[src/design/ujse_pkg.sv]
package ujse_pkg;

  localparam int MaxRun = 12;

  typedef logic [6:0] char_t;
  typedef logic [MaxRun-1:0][6:0] char_row_t;
  typedef logic [5:0][6:0] uesc_t;
  typedef logic [1:0] err_t;

  localparam err_t ERR_NONE = 2'd0;
  localparam err_t ERR_END  = 2'd1;
  localparam err_t ERR_SEQ  = 2'd2;

  localparam char_t BslChar = 7'h5C;
  localparam char_t UChar   = 7'h75;

  // decoder state carried between bytes
  typedef struct packed {
    logic [1:0]  need;
    logic [20:0] acc;
    logic [1:0]  kind;
    logic        bad;
    logic        disc;
  } dec_state_t;

  // all results caused by one byte
  typedef struct packed {
    char_row_t   chars;
    logic [3:0]  cnt;
    logic        has_char;
    err_t        err;
    logic        done;
  } run_t;

  typedef struct packed {
    logic free;
  } ser_stat_t;

  function automatic char_t hex_digit(input logic [3:0] v);
    return {3'b000, v} + ((v < 4'd10) ? 7'h30 : 7'h37);
  endfunction

  // element 0 goes out first
  function automatic uesc_t u_esc(input logic [15:0] v);
    uesc_t r;
    r[0] = BslChar;
    r[1] = UChar;
    r[2] = hex_digit(v[15:12]);
    r[3] = hex_digit(v[11:8]);
    r[4] = hex_digit(v[7:4]);
    r[5] = hex_digit(v[3:0]);
    return r;
  endfunction

endpackage

[src/design/ujse_in_if.sv]
interface ujse_in_if;
  logic       valid;
  logic       ready;
  logic [7:0] in_byte;
  logic       string_end;

  modport source (output valid, output in_byte, output string_end, input ready);
  modport sink (input valid, input in_byte, input string_end, output ready);
endinterface

[src/design/ujse_out_if.sv]
interface ujse_out_if;
  logic       valid;
  logic       ready;
  logic [6:0] out_char;
  logic       char_valid;
  logic [1:0] error_code;
  logic       string_done;
  logic       run_last;

  modport source (output valid, output out_char, output char_valid, output error_code,
                  output string_done, output run_last, input ready);
  modport sink (input valid, input out_char, input char_valid, input error_code,
                input string_done, input run_last, output ready);
endinterface

[src/design/ujse_decode.sv]
module ujse_decode (
  input  logic [7:0]          byte_i,
  input  logic                end_i,
  input  ujse_pkg::dec_state_t st,
  output ujse_pkg::dec_state_t st_nxt,
  output ujse_pkg::run_t       run
);
  import ujse_pkg::*;

  logic [20:0] acc_n;
  logic [20:0] sv;
  logic [1:0]  need_n;
  logic        bad_n;
  logic [1:0]  lead_kind;
  logic [20:0] lead_bits;
  char_t       esc;

  always_comb begin
    acc_n  = {st.acc[14:0], byte_i[5:0]};
    need_n = st.need - 2'd1;
    bad_n  = st.bad | (byte_i[7:6] != 2'b10);
    sv     = acc_n - 21'h10000;

    unique casez (byte_i)
      8'b110?????: begin lead_kind = 2'd1; lead_bits = {16'b0, byte_i[4:0]}; end
      8'b1110????: begin lead_kind = 2'd2; lead_bits = {17'b0, byte_i[3:0]}; end
      8'b11110???: begin lead_kind = 2'd3; lead_bits = {18'b0, byte_i[2:0]}; end
      default:     begin lead_kind = 2'd0; lead_bits = '0; end
    endcase

    case (byte_i[6:0])
      7'h08:   esc = 7'h62;
      7'h09:   esc = 7'h74;
      7'h0A:   esc = 7'h6E;
      7'h0C:   esc = 7'h66;
      7'h0D:   esc = 7'h72;
      7'h22:   esc = 7'h22;
      7'h2F:   esc = 7'h2F;
      7'h5C:   esc = BslChar;
      default: esc = 7'h00;
    endcase

    st_nxt       = st;
    run.chars    = '0;
    run.cnt      = 4'd0;
    run.has_char = 1'b1;
    run.err      = ERR_NONE;
    run.done     = 1'b0;

    if (st.disc) begin
      // dropping until string end
    end else if (st.need != 2'd0) begin
      st_nxt.acc  = acc_n;
      st_nxt.need = need_n;
      st_nxt.bad  = bad_n;
      if (need_n != 2'd0) begin
        if (end_i) begin
          run.cnt = 4'd1; run.has_char = 1'b0; run.err = ERR_END;
        end
      end else if (bad_n) begin
        run.cnt = 4'd1; run.has_char = 1'b0; run.err = ERR_SEQ;
        st_nxt.disc = 1'b1;
      end else if (st.kind == 2'd3) begin
        run.chars[5:0]  = u_esc({6'b110110, sv[19:10]});
        run.chars[11:6] = u_esc({6'b110111, sv[9:0]});
        run.cnt         = 4'(MaxRun);
        st_nxt.kind     = 2'd0;
      end else begin
        run.chars[5:0] = u_esc(acc_n[15:0]);
        run.cnt        = 4'd6;
        st_nxt.kind    = 2'd0;
      end
    end else if (!byte_i[7]) begin
      if (esc != 7'h00) begin
        run.chars[0] = BslChar;
        run.chars[1] = esc;
        run.cnt      = 4'd2;
      end else if (byte_i[6:5] == 2'b00) begin
        run.chars[5:0] = u_esc({9'b0, byte_i[6:0]});
        run.cnt        = 4'd6;
      end else begin
        run.chars[0] = byte_i[6:0];
        run.cnt      = 4'd1;
      end
    end else if (lead_kind != 2'd0) begin
      st_nxt.kind = lead_kind;
      st_nxt.need = lead_kind;
      st_nxt.acc  = lead_bits;
      st_nxt.bad  = 1'b0;
      if (end_i) begin
        run.cnt = 4'd1; run.has_char = 1'b0; run.err = ERR_END;
      end
    end

    if (end_i) begin
      if (run.cnt == 4'd0) begin
        run.cnt = 4'd1; run.has_char = 1'b0;
      end
      run.done = 1'b1;
      st_nxt   = '0;
    end
  end

endmodule

[src/design/ujse_serial.sv]
module ujse_serial (
  input  logic              clk,
  input  logic              rst_n,
  input  logic              load,
  input  ujse_pkg::run_t    run_in,
  output ujse_pkg::ser_stat_t stat,
  ujse_out_if.source        out_if
);
  import ujse_pkg::*;

  logic       b_valid_r;
  run_t       run_r;
  logic [3:0] idx_r;
  logic       last;
  logic       take;

  assign last = (idx_r == run_r.cnt - 4'd1);
  assign take = b_valid_r && out_if.ready;

  assign stat.free      = !b_valid_r || (take && last);

  assign out_if.valid       = b_valid_r;
  assign out_if.out_char    = run_r.has_char ? run_r.chars[idx_r] : 7'h00;
  assign out_if.char_valid  = run_r.has_char;
  assign out_if.error_code  = run_r.err;
  assign out_if.string_done = run_r.done && last;
  assign out_if.run_last    = last;

  always_ff @(posedge clk) begin
    if (!rst_n) begin
      b_valid_r <= 1'b0;
      idx_r     <= 4'd0;
    end else if (load) begin
      b_valid_r <= 1'b1;
      idx_r     <= 4'd0;
    end else if (take) begin
      if (last) begin
        b_valid_r <= 1'b0;
      end else begin
        idx_r <= idx_r + 4'd1;
      end
    end
  end

  always_ff @(posedge clk) begin
    if (load) begin
      run_r <= run_in;
    end
  end

endmodule

[src/design/utf8_to_json_string_escaper.sv]
// channel  dir  signals                                                 word
// in_if    in   valid ready in_byte[7:0] string_end                     one UTF-8 byte
// out_if   out  valid ready out_char[6:0] char_valid error_code[1:0]    one ASCII char
//               string_done run_last                                    or error/end mark
// A byte waits in the input register, is decoded into a run of 0 to 12 results,
// and the run register emits it one word per cycle while out_if.ready is high.
// A byte giving one result or none is taken each cycle while out_if is ready; a
// longer run holds the input until the run register has drained it.
// Synchronous active-low reset clears valids and decoder state.
// A stalled output holds the run; one more byte can wait in the input register.
module utf8_to_json_string_escaper (
  input logic        clk,
  input logic        rst_n,
  ujse_in_if.sink    in_if,
  ujse_out_if.source out_if
);
  import ujse_pkg::*;

  logic       a_valid_r;
  logic [7:0] a_byte_r;
  logic       a_end_r;
  dec_state_t st_r;
  dec_state_t st_nxt;
  run_t       run;
  ser_stat_t  stat;
  logic       a_move;
  logic       load;

  ujse_decode u_dec (
    .byte_i (a_byte_r),
    .end_i  (a_end_r),
    .st     (st_r),
    .st_nxt (st_nxt),
    .run    (run)
  );

  ujse_serial u_ser (
    .clk    (clk),
    .rst_n  (rst_n),
    .load   (load),
    .run_in (run),
    .stat   (stat),
    .out_if (out_if)
  );

  // runs with no result retire without touching the run register
  assign a_move      = a_valid_r && ((run.cnt == 4'd0) || stat.free);
  assign load        = a_move && (run.cnt != 4'd0);
  assign in_if.ready = !a_valid_r || a_move;

  always_ff @(posedge clk) begin
    if (!rst_n) begin
      a_valid_r <= 1'b0;
      st_r      <= '0;
    end else begin
      if (in_if.ready) begin
        a_valid_r <= in_if.valid;
      end
      if (a_move) begin
        st_r <= st_nxt;
      end
    end
  end

  always_ff @(posedge clk) begin
    if (in_if.valid && in_if.ready) begin
      a_byte_r <= in_if.in_byte;
      a_end_r  <= in_if.string_end;
    end
  end

  a_err_no_char: assert property (@(posedge clk) disable iff (!rst_n)
    out_if.valid && (out_if.error_code != ERR_NONE) |-> !out_if.char_valid)
    else $error("error word carries a character");

  a_done_last: assert property (@(posedge clk) disable iff (!rst_n)
    out_if.valid && out_if.string_done |-> out_if.run_last)
    else $error("string end not on last word of run");

  a_disc_idle: assert property (@(posedge clk) disable iff (!rst_n)
    st_r.disc |-> (st_r.need == 2'd0))
    else $error("discarding with an open sequence");

  a_run_len: assert property (@(posedge clk) disable iff (!rst_n)
    load |-> (run.cnt <= 4'(MaxRun)) && !(stat.free == 1'b0))
    else $error("run loaded while run register busy or too long");

endmodule

[src/flat_wrapper.sv]
// flat-port wrapper written by rule: the top's interface ports become plain ports
module utf8_to_json_string_escaper_flat import ujse_pkg::*;
  (clk, rst_n, in_if_valid, in_if_in_byte, in_if_string_end, in_if_ready, out_if_valid, out_if_out_char, out_if_char_valid, out_if_error_code, out_if_string_done, out_if_run_last, out_if_ready);
  ujse_in_if in_if_i ();
  ujse_out_if out_if_i ();
  input logic clk;
  input logic rst_n;
  input wire logic [$bits(in_if_i.valid)-1:0] in_if_valid;
  input wire logic [$bits(in_if_i.in_byte)-1:0] in_if_in_byte;
  input wire logic [$bits(in_if_i.string_end)-1:0] in_if_string_end;
  output wire logic [$bits(in_if_i.ready)-1:0] in_if_ready;
  output wire logic [$bits(out_if_i.valid)-1:0] out_if_valid;
  output wire logic [$bits(out_if_i.out_char)-1:0] out_if_out_char;
  output wire logic [$bits(out_if_i.char_valid)-1:0] out_if_char_valid;
  output wire logic [$bits(out_if_i.error_code)-1:0] out_if_error_code;
  output wire logic [$bits(out_if_i.string_done)-1:0] out_if_string_done;
  output wire logic [$bits(out_if_i.run_last)-1:0] out_if_run_last;
  input wire logic [$bits(out_if_i.ready)-1:0] out_if_ready;
  assign in_if_i.valid = in_if_valid;
  assign in_if_i.in_byte = in_if_in_byte;
  assign in_if_i.string_end = in_if_string_end;
  assign in_if_ready = in_if_i.ready;
  assign out_if_valid = out_if_i.valid;
  assign out_if_out_char = out_if_i.out_char;
  assign out_if_char_valid = out_if_i.char_valid;
  assign out_if_error_code = out_if_i.error_code;
  assign out_if_string_done = out_if_i.string_done;
  assign out_if_run_last = out_if_i.run_last;
  assign out_if_i.ready = out_if_ready;
  utf8_to_json_string_escaper u_core (.clk(clk), .rst_n(rst_n), .in_if(in_if_i), .out_if(out_if_i));
endmodule
[config.mk]
export PLATFORM = sky130hd
export DESIGN_NAME = utf8_to_json_string_escaper_flat
export DESIGN_NICKNAME = d
export VERILOG_FILES = /design/src/design/ujse_pkg.sv /design/src/design/ujse_in_if.sv /design/src/design/ujse_out_if.sv /design/src/design/ujse_decode.sv /design/src/design/ujse_serial.sv /design/src/design/utf8_to_json_string_escaper.sv /design/src/flat_wrapper.sv
export SDC_FILE = /design/constraint.sdc
export NUM_CORES = 1
export LEC_CHECK = 0
export CAP_MARGIN = 40
export CORE_MARGIN = 4
export CORE_UTILIZATION = 50
export CTS_BUF_LIST = sky130_fd_sc_hd__clkbuf_8
export DETAILED_ROUTE_END_ITERATION = 8
export DONT_BUFFER_PORTS = 1
export PLACE_DENSITY = 0.76
export SYNTH_ARGS = -nofsm -noshare
export SYNTH_HDL_FRONTEND = slang
export SYNTH_SLANG_ARGS = --single-unit
[constraint.sdc]
create_clock -name clk -period 7.1 [get_ports clk]
set_input_delay 2.13 -clock clk [delete_from_list [all_inputs] [get_ports clk]]
set_output_delay 2.13 -clock clk [all_outputs]
set_load 0.005 [all_outputs]
==> run summary <==
I/O Buffers = 0
Area contributors post-synth = edfxtp_1 39%, dfxtp_1 8.7%, ha_1 5.0%
CP Data Required Time = 4.97 ns
Cells after synthesis = 593
Die Span Y = 118 um
Clock sink count = 104
Setup TNS = 0 ns
Top-area cell type share of the netlist area = 38.9%
Crit path max-delay cell type = edfxtp_1
Final Core Density = 54.0%
Cts repair resizes = 0
Slew headroom = 39.7%
Layout overhead on the synthesized area = 4.26%
RSZ-0062 raised after global routing = no
Clock latency on the worst-skew pair = 0.37 ns
Clock slew at reported path FFs = 0.10 ns
Peak supply drop = 0.0000753 V
Hold/Removal Path Class = flop to flop
Crit Path Category = flop to output pin
CP delay by family, top = simple AND/OR/NAND/NOR gates
DP HPWL = 10.2 mm
Worst-path cell chain = nor3b_1 > o21a_1 > or4b_1 > a21oi_4 > nand3b_1 > nand3_1
TritonCTS clock tree = done
Ratio of cells with drive above 1 in the final layout = 7.94%
Initial antenna violation count = 0
Worst setup EP type = output pin
Routed WL = 13.6 mm
Via density = 5.98
Post-synth EDFFs = 78
Prevailing post-synth register cell = edfxtp_1
Yosys reg bits = 104
CP arrival = 2.92 ns
Final net count = 615
First-pass GRT wire length = 22.3 mm
GRT Total Usage = 20.1%
Synth Net Count = 634
FMAX = 198 MHz
Slew Viols, Final = 0
# Max-Cap Violations = 0
Die area = 0.0138 sq mm
Reg2reg setup slack = 3.52 ns
Hold-fix buffers, CTS = 0
Worst Max-Slew Pin Slew = 0.901 ns
LEAKAGE = 2.25 nW
Die Wd = 118 um
Seq/Total Area, Yosys = 47.6%
Grt ovf = 0
CTS Root Cell = clkbuf_8
Pwr/cell area = 189 mW/mm^2
GPL Wtd Cong = 0.893
Largest net degree at the start of global routing = 36
Final Cycle Share = 71.2%
Number of setup buffers added after CTS = 0
H-tree levels = 3
Worst-case clock buffer depth = 2
Final Hold Fails = 0
Num ports = 27
DRC = 0
YS warnings = 0
Finish-stage setup viols = 0
DP Area = 0.00608 sq mm
DR pass1 iterations = 8
Asr flop ratio synth = 0%
Post-synth top area cell = edfxtp_1
Initial Util = 51.8%
Synthesized area = 0.00601 sq mm
Post-route antenna net violation count = 0
Final Cell Area = 0.00627 sq mm
N_diodes = 0
Max Clock Skew = 0.00879 ns
Number of library cell types mapped by synthesis = 63
Cell Rows = 39
Largest stage delay, worst path = 0.81 ns
Per-cell routed wire length = 18.8 um
TritonCTS Buffers = 9
Critical Path Start Type = flop
Status = finished, final reports clean
Core Area = 0.0116 sq mm
Crit-path max FO = 18
Critical path buffers and inverters = 0
Initial DRC Count = 440
Count leader, synth = edfxtp_1
Top cells by count, synth = 78 x edfxtp_1, 59 x nand2_1, 55 x nor2_1, 35 x inv_1, 35 x o21ai_0
Via Count = 4317
Vias in the first global route = 4156
Syn Area/Cell = 10.1 sq um
Fin crit period = 5.05 ns
flip-flops by register name, indices dropped and copies added (netlist names):
name and flops:
u_core.a_byte_r 8, u_core.u_ser.idx_r 4, u_core.u_ser.out_if.char_valid 1, u_core.a_end_r 1
u_core.u_ser.out_if.error_code 2, u_core.a_valid_r 1, u_core.st_r 20, u_core.u_ser.out_if.valid 1
u_core.u_ser.run_r 66
final cells by class:
type	count	area, sq um
sequential	104	2860
timing repair buffer	8	75.1
tap	143	179
inverter	35	131
clock inverter	7	71.3
multi-input combinational	416	2830
clock buffer	9	124
fill	975	5340
through the flow:
stage          hold WS, ns  setup WS (ns)  instances  total power [mW]
3_3_place_gp         0.452           1.84        702             0.821
3_5_place_dp         0.464           2.28        706             0.828
5_1_grt              0.501           1.88        722              1.23
6_report             0.469           2.05        722              1.19
4_1_cts              0.477           2.06        722              1.19
2_1_floorplan        0.424           1.12        593             0.800
placed cells by master, fill, tap and decap left out, types with 6 or more instances in the layout:
cell,count
o21ai_1,7
dfxtp_1,26
nand2_1,59
ha_1,24
edfxtp_1,78
a31oi_1,8
nor2b_1,11
o31ai_1,10
o21a_1,9
o211ai_1,6
and3_1,8
mux4_2,9
inv_1,35
nand3_1,17
clkbuf_8,9
o22ai_1,12
a21oi_1,31
and2_1,10
xor2_1,10
xnor2_1,12
nand2b_1,9
nor3_1,10
nor2_1,54
mux2i_1,9
o21ai_0,35
routing by layer:
metal | track usage (%) | up-vias | wire length [um]
met4 | 7.40 | 0 | 384
met5 | 0 | - | 0
met3 | 3.08 | 24 | 918
met1 | 27.8 | 2017 | 5870
li1 | - | 2101 | -
met2 | 32.1 | 175 | 6430
power breakdown:
| group | internal, mW | switching (mW) | leakage, nW |
|---|---|---|---|
| logic | 0.0429 | 0.0718 | 1.21 |
| registers | 0.680 | 0.0205 | 0.939 |
| clock network | 0.164 | 0.207 | 0.0985 |
| total | 0.887 | 0.299 | 2.25 |
cell families (layout without fill, tap and decap cells):
logic type	after synthesis	in the layout	share of synthesized area (%)
AOI/OAI and AO/OA	144	144	15.4
xor gates and xnor gates	22	22	3.20
adders and majority gates	28	28	6.32
buffers and inverters	73	59	5.51
DFF	104	104	47.6
muxes	22	22	5.62
and+or+nand+nor	200	200	16.4
worst min-delay path: cells and delay by family (launching register included):
family,cells,cell delay [ns]
compound gates,1,0.05
flops,1,0.33
simple gates,1,0.06
path summary, 6_finish.rpt:
kind                 startpoint                     end  cells after the start
max          u_core.a_byte_r[5]             in_if_ready                      6
min              u_core.st_r[3]          u_core.st_r[3]                      2
max reg2reg  u_core.a_byte_r[5]  u_core.u_ser.run_r[54]                      8
min reg2reg      u_core.st_r[3]          u_core.st_r[3]                      2
(Power assumes the default switching activity.)
